### src/hw/rtl/ibh_pkg.sv
// shared types, constants and modular multiply for the idea block hash
`default_nettype none

package ibh_pkg;

    localparam logic [31:0] SEED0     = 32'h4a7f2e61;
    localparam logic [31:0] SEED1     = 32'h9d3f80c5;
    localparam logic [63:0] HASH_INIT = 64'h2b3c5a7d4f9b8a6c;
    localparam int unsigned LAST_RND  = 8;

    typedef enum logic [2:0] {
        S_IDLE = 3'b001,
        S_RUN  = 3'b010,
        S_FIN  = 3'b100
    } state_t;

    typedef struct packed {
        logic load_byte;
        logic start;
        logic step;
        logic finish;
        logic emit;
    } dp_cmd_t;

    typedef struct packed {
        logic cnt_full;
        logic cnt_zero;
        logic last;
    } dp_stat_t;

    // multiplication modulo 65537, zero stands for 65536
    function automatic logic [15:0] mul_mod(input logic [15:0] x, input logic [15:0] y);
        logic [16:0] a;
        logic [16:0] b;
        logic [33:0] p;
        logic [17:0] lo;
        logic [17:0] hi;
        logic [17:0] r;
        a  = {(x == 16'd0), x};
        b  = {(y == 16'd0), y};
        p  = a * b;
        lo = {2'b00, p[15:0]};
        hi = {1'b0, p[32:16]};
        if (lo >= hi)
        begin
            r = lo - hi;
        end
        else
        begin
            r = lo + (18'd65537 - hi);
        end
        return r[15:0];
    endfunction

endpackage

`default_nettype wire

### src/hw/rtl/ibh_ctrl.sv
// handshake and sequencing state machine for the idea block hash
`default_nettype none

module ibh_ctrl
    import ibh_pkg::*;
(
    input  wire logic     clk,
    input  wire logic     rst_n,
    input  wire logic     in_valid,
    output logic          in_ready,
    input  wire logic     kind,
    output logic          out_valid,
    input  wire logic     out_ready,
    input  wire dp_stat_t stat,
    output dp_cmd_t       cmd
);

    state_t state_reg, state_next;
    logic   emit_reg, emit_next;
    logic   ov_reg, ov_next;
    logic   acc;

    assign in_ready  = (state_reg == S_IDLE) && (!ov_reg || !kind);
    assign acc       = in_valid && in_ready;
    assign out_valid = ov_reg;

    always_comb
    begin
        state_next = state_reg;
        emit_next  = emit_reg;
        ov_next    = ov_reg;
        cmd        = '0;
        if (ov_reg && out_ready)
        begin
            ov_next = 1'b0;
        end
        unique case (state_reg)
            S_IDLE:
            begin
                if (acc)
                begin
                    if (!kind)
                    begin
                        cmd.load_byte = 1'b1;
                        if (stat.cnt_full)
                        begin
                            cmd.start  = 1'b1;
                            emit_next  = 1'b0;
                            state_next = S_RUN;
                        end
                    end
                    else if (!stat.cnt_zero)
                    begin
                        cmd.start  = 1'b1;
                        emit_next  = 1'b1;
                        state_next = S_RUN;
                    end
                    else
                    begin
                        cmd.emit = 1'b1;
                        ov_next  = 1'b1;
                    end
                end
            end
            S_RUN:
            begin
                cmd.step = 1'b1;
                if (stat.last)
                begin
                    state_next = S_FIN;
                end
            end
            S_FIN:
            begin
                cmd.finish = 1'b1;
                cmd.emit   = emit_reg;
                if (emit_reg)
                begin
                    ov_next = 1'b1;
                end
                state_next = S_IDLE;
            end
            default:
            begin
                state_next = S_IDLE;
            end
        endcase
    end

    always_ff @(posedge clk or negedge rst_n)
    begin
        if (!rst_n)
        begin
            state_reg <= S_IDLE;
            emit_reg  <= 1'b0;
            ov_reg    <= 1'b0;
        end
        else
        begin
            state_reg <= state_next;
            emit_reg  <= emit_next;
            ov_reg    <= ov_next;
        end
    end

endmodule

`default_nettype wire

### config.mk
export PLATFORM = sky130hd
export DESIGN_NAME = ibh_ctrl
export DESIGN_NICKNAME = d
export VERILOG_FILES = /design/src/hw/rtl/ibh_pkg.sv /design/src/hw/rtl/ibh_ctrl.sv
export SDC_FILE = /design/constraint.sdc
export NUM_CORES = 1
export LEC_CHECK = 0
export BUFFER_PORTS_ARGS = -buffer_cell sky130_fd_sc_hd__buf_4
export CORE_AREA = 2 2 39 41
export DETAILED_ROUTE_END_ITERATION = 12
export DIE_AREA = 0 0 41 43
export PLACE_DENSITY = 0.5
export SKIP_LAST_GASP = 1
export SLEW_MARGIN = 0
export SYNTH_ARGS = -nofsm -noshare
export SYNTH_HDL_FRONTEND = slang
export SYNTH_SLANG_ARGS = --single-unit
### constraint.sdc
create_clock -name clk -period 1.14 [get_ports clk]
set_input_delay 0.057 -clock clk [delete_from_list [all_inputs] [get_ports clk]]
set_output_delay 0.057 -clock clk [all_outputs]
set_load 0.01 [all_outputs]
==> run summary <==
The run finished, with violations left. The checks that failed: setup timing. The post-detailed-route via-to-cell ratio is 4.30. The fraction of power consumed by the clock network is 31.8%. Once placement completed, the tool counted placed cells totaling 65. The number of core rows is 14. Entering global routing, the biggest net connects 7 pins. The share of the cycle needed by the critical path after routing came out at 128%. The total via count after detailed routing is about 320.

The total count of hold-check failures in the final report was 0. The total overflow left after global routing is 0. The DRC violation count after routing came out at 0.

The clock input transition at the sequential cells of the worst setup and hold paths came out at about 0.040 ns. The clock latency reported for the late side of the worst-skew pair came out at 0.24 ns. The count of synthesis-stage warnings from yosys is 0.

The worst hold slack after final layout came out at 0.0370 ns. The total cell area at the placement stage came out at 460 um^2. The tree is rooted in a sky130_fd_sc_hd__clkbuf_4.

The placeable core region is 0.00138 mm^2. The first detailed-routing pass took 2 iterations. The number of setup violations in the final report is 10. The leading cell type in the layout, fill and taps excluded is sky130_fd_sc_hd__buf_4. The die area came out at 0.00176 mm^2.

The data arrival time at the worst-slack endpoint came out at about 1.4 ns. TritonCTS built the clock tree. The die span in y came out at 43 um. The register-to-register path setup slack is -0.13 ns. The worst stage delay on the critical path came out at 0.53 ns. The number of global-route vias before repair came out at 298. The share of flip-flops with an asynchronous set or reset came out at 100%. No sink is reached through more buffers than the 2 on the longest clock path. After filler insertion, the fill cell instance count of the layout stands at around 130.

The worst clock skew on the final layout is roughly 0.0034 ns. The top-level I/O count is 15. The number of sinks driven by the clock tree is 5. The number of flip-flops under the largest register name is 3. The number of buffers and inverters on the critical path came out at 1. The total length of routed wires is roughly 850 um. For the pin with the worst max-slew slack, the measured transition is 0.253 ns. Compared with the post-synthesis result, the final layout area differs by 108%.

The overall fraction of global-route tracks in use is 9.20%. The flip-flop and latch count after synthesis is 5. The multi-input combinational cells in the finished layout cover a total of 183 um^2. The worst-case IR drop observed on VDD is 851 uV. The cell class contributing the biggest share of worst-path delay is flip-flops. The top cell types in the final layout, fill and taps aside, are 21 x sky130_fd_sc_hd__buf_4, 4 x sky130_fd_sc_hd__dfrtp_1, 4 x sky130_fd_sc_hd__buf_6. The net switching power came out at 173 uW. The number of diodes added for antenna fixing came out at 0. The HPWL reported at the end of detailed placement came out at 534 um. The power consumption is 632 uW.

The starting density of the core came out at between 20% and 30%. The distinct cell type count of the synthesized netlist came out at 17. The proportion of synthesized chip area in sequential cells is 45.3%. The first-pass GRT wire length is 1120 um. For this block, the initial DRC count from the detailed router was 3. The synthesized netlist net count is 36. The shortest period the worst path allows came out at 1.46 ns. The horizontal die dimension is 41 um. STA classifies the critical path endpoint as an output port. The critical path is of the flip-flop to output port type. Summing all flip-flop and latch instances after layout gives 126 um^2. The internal portion of the total power is 459 uW.

In this run the worst path has a maximum fanout of 4. In this run the mean area of a mapped cell was 9.96 um^2. The sequential power share came out at 33.7%. The count of non-filler cells in the finished layout came out at between 70 and 80. The highest achievable clock rate came out at 684 MHz. At the end of routability-driven placement, the weighted congestion stood at 0.675. The cell area after technology mapping came out at 279 um^2. Setup repair after global routing could not meet its margin everywhere. The tightest min-delay check is of the input pin to flip-flop type.

The share of total power dissipated in combinational logic is 34.5%. The final layout contains 67 nets. The ratio of cells with drive above 1 in the final layout is 69.0%. The final critical-path setup slack is -0.323 ns.

The share of the core filled with cells in the final layout came out at 41.9%. STA puts the critical path data required time at 1.08 ns. The nature of the critical path startpoint is a flip-flop. Dividing total power by cell area gives a power density of 1090 mW/mm^2. Port buffering added 14 buffers. The critical path goes through nand3b_1, or2_4, o21ai_2, buf_4. The initial antenna violation count came to 0. In this run switching power makes up 27.3% of total power. The total CTS buffers is 3. The tool flagged a number of max-cap violations equal to 0. The gate count after technology mapping is 28. The final non-filler cell area came out at roughly 580 um^2. The H-tree level count is 1. The wire length per cell is 11.5 um. The relative max-transition margin is just over 80%.

The count of nets left with antenna violations once routing finished came out at 0. The standby leakage power is just under 0.3 nW. The largest individual stage delay along the critical path comes from the cell sky130_fd_sc_hd__dfstp_2.

The final number of max-transition violations came out at 0. Yosys mapped a number of flops with a built-in enable equal to 0. In the synthesized netlist the dominant register cell turns out to be sky130_fd_sc_hd__dfrtp_1.
==> layer usage <==
| metal | GRT usage, % | up-vias | routed length (um) |
|---|---|---|---|
| met5 | 0 | - | 0 |
| met4 | 0 | 0 | 0 |
| met3 | 6.81 | 0 | 84 |
| met2 | 13.4 | 17 | 412 |
| met1 | 11.5 | 144 | 358 |
| li1 | - | 157 | - |
==> worst reg2reg max path, cell delays in order, from the launching register on <==
cell	delay, ns
sky130_fd_sc_hd__dfstp_2	0.53
sky130_fd_sc_hd__nand3b_1	0.13
sky130_fd_sc_hd__or2_4	0.28
sky130_fd_sc_hd__buf_4	0.14
sky130_fd_sc_hd__o221ai_2	0.12
==> kinds of logic after synthesis <==
logic type / after synthesis / synth area share (%)
simple gates: 13 / 28.3
compound gates: 7 / 22.4
buf+inv: 3 / 4.04
flops: 5 / 45.3
==> cell type report <==
| class | instances | share of cell area, % |
|---|---|---|
| tap | 16 | 3.46 |
| sequential | 5 | 21.8 |
| clock buffer | 4 | 4.54 |
| multi-input combinational | 20 | 31.5 |
| inverter | 3 | 1.94 |
| timing repair buffer | 26 | 36.7 |
==> power groups by stage <==
stage / clock, mW / combinational (mW) / sequential [mW]
floorplan: 0 / 0.0730 / 0.213
global route: 0.222 / 0.236 / 0.214
global placement: 0 / 0.167 / 0.211
CTS: 0.207 / 0.199 / 0.209
finish: 0.201 / 0.218 / 0.213
detailed placement: 0 / 0.165 / 0.211
==> metrics by stage <==
step                setup TNS (ns)  worst slack [ns]
finish                       -1.67            -0.323
global placement            -0.152           -0.0632
CTS                          -1.82            -0.333
detailed placement          -0.177           -0.0843
floorplan                 -0.00472          -0.00472
global route                 -2.32            -0.391
==> cell usage after synthesis, types with 2 or more instances <==
cell type	n	area (um^2)
sky130_fd_sc_hd__dfrtp_1	4	100
sky130_fd_sc_hd__inv_1	3	11.3
sky130_fd_sc_hd__nand2_1	3	11.3
sky130_fd_sc_hd__nor3b_1	3	22.5
sky130_fd_sc_hd__a21o_1	2	15.0
sky130_fd_sc_hd__nor2_1	2	7.51
==> repair_timing <==
item	CTS	global route
gates resized for setup	3	9
buffers inserted	6	2
hold buffers	1	0
pin swaps	9	9
setup endpoints to repair	8	11
endpoints found under the hold margin	5	0
==> final timing paths <==
| kind | startpoint | endpoint | cells past startpoint |
|---|---|---|---|
| min in group asynchronous | rst_n | emit_reg | 2 |
| max in group asynchronous | rst_n | state_reg[0] | 2 |
| min | out_ready | out_valid | 2 |
| min reg2reg | emit_reg | emit_reg | 2 |
| max | state_reg[0] | cmd[0] | 4 |
| max reg2reg | state_reg[0] | out_valid | 4 |
Note: power is estimated with default switching activity, not from simulation.
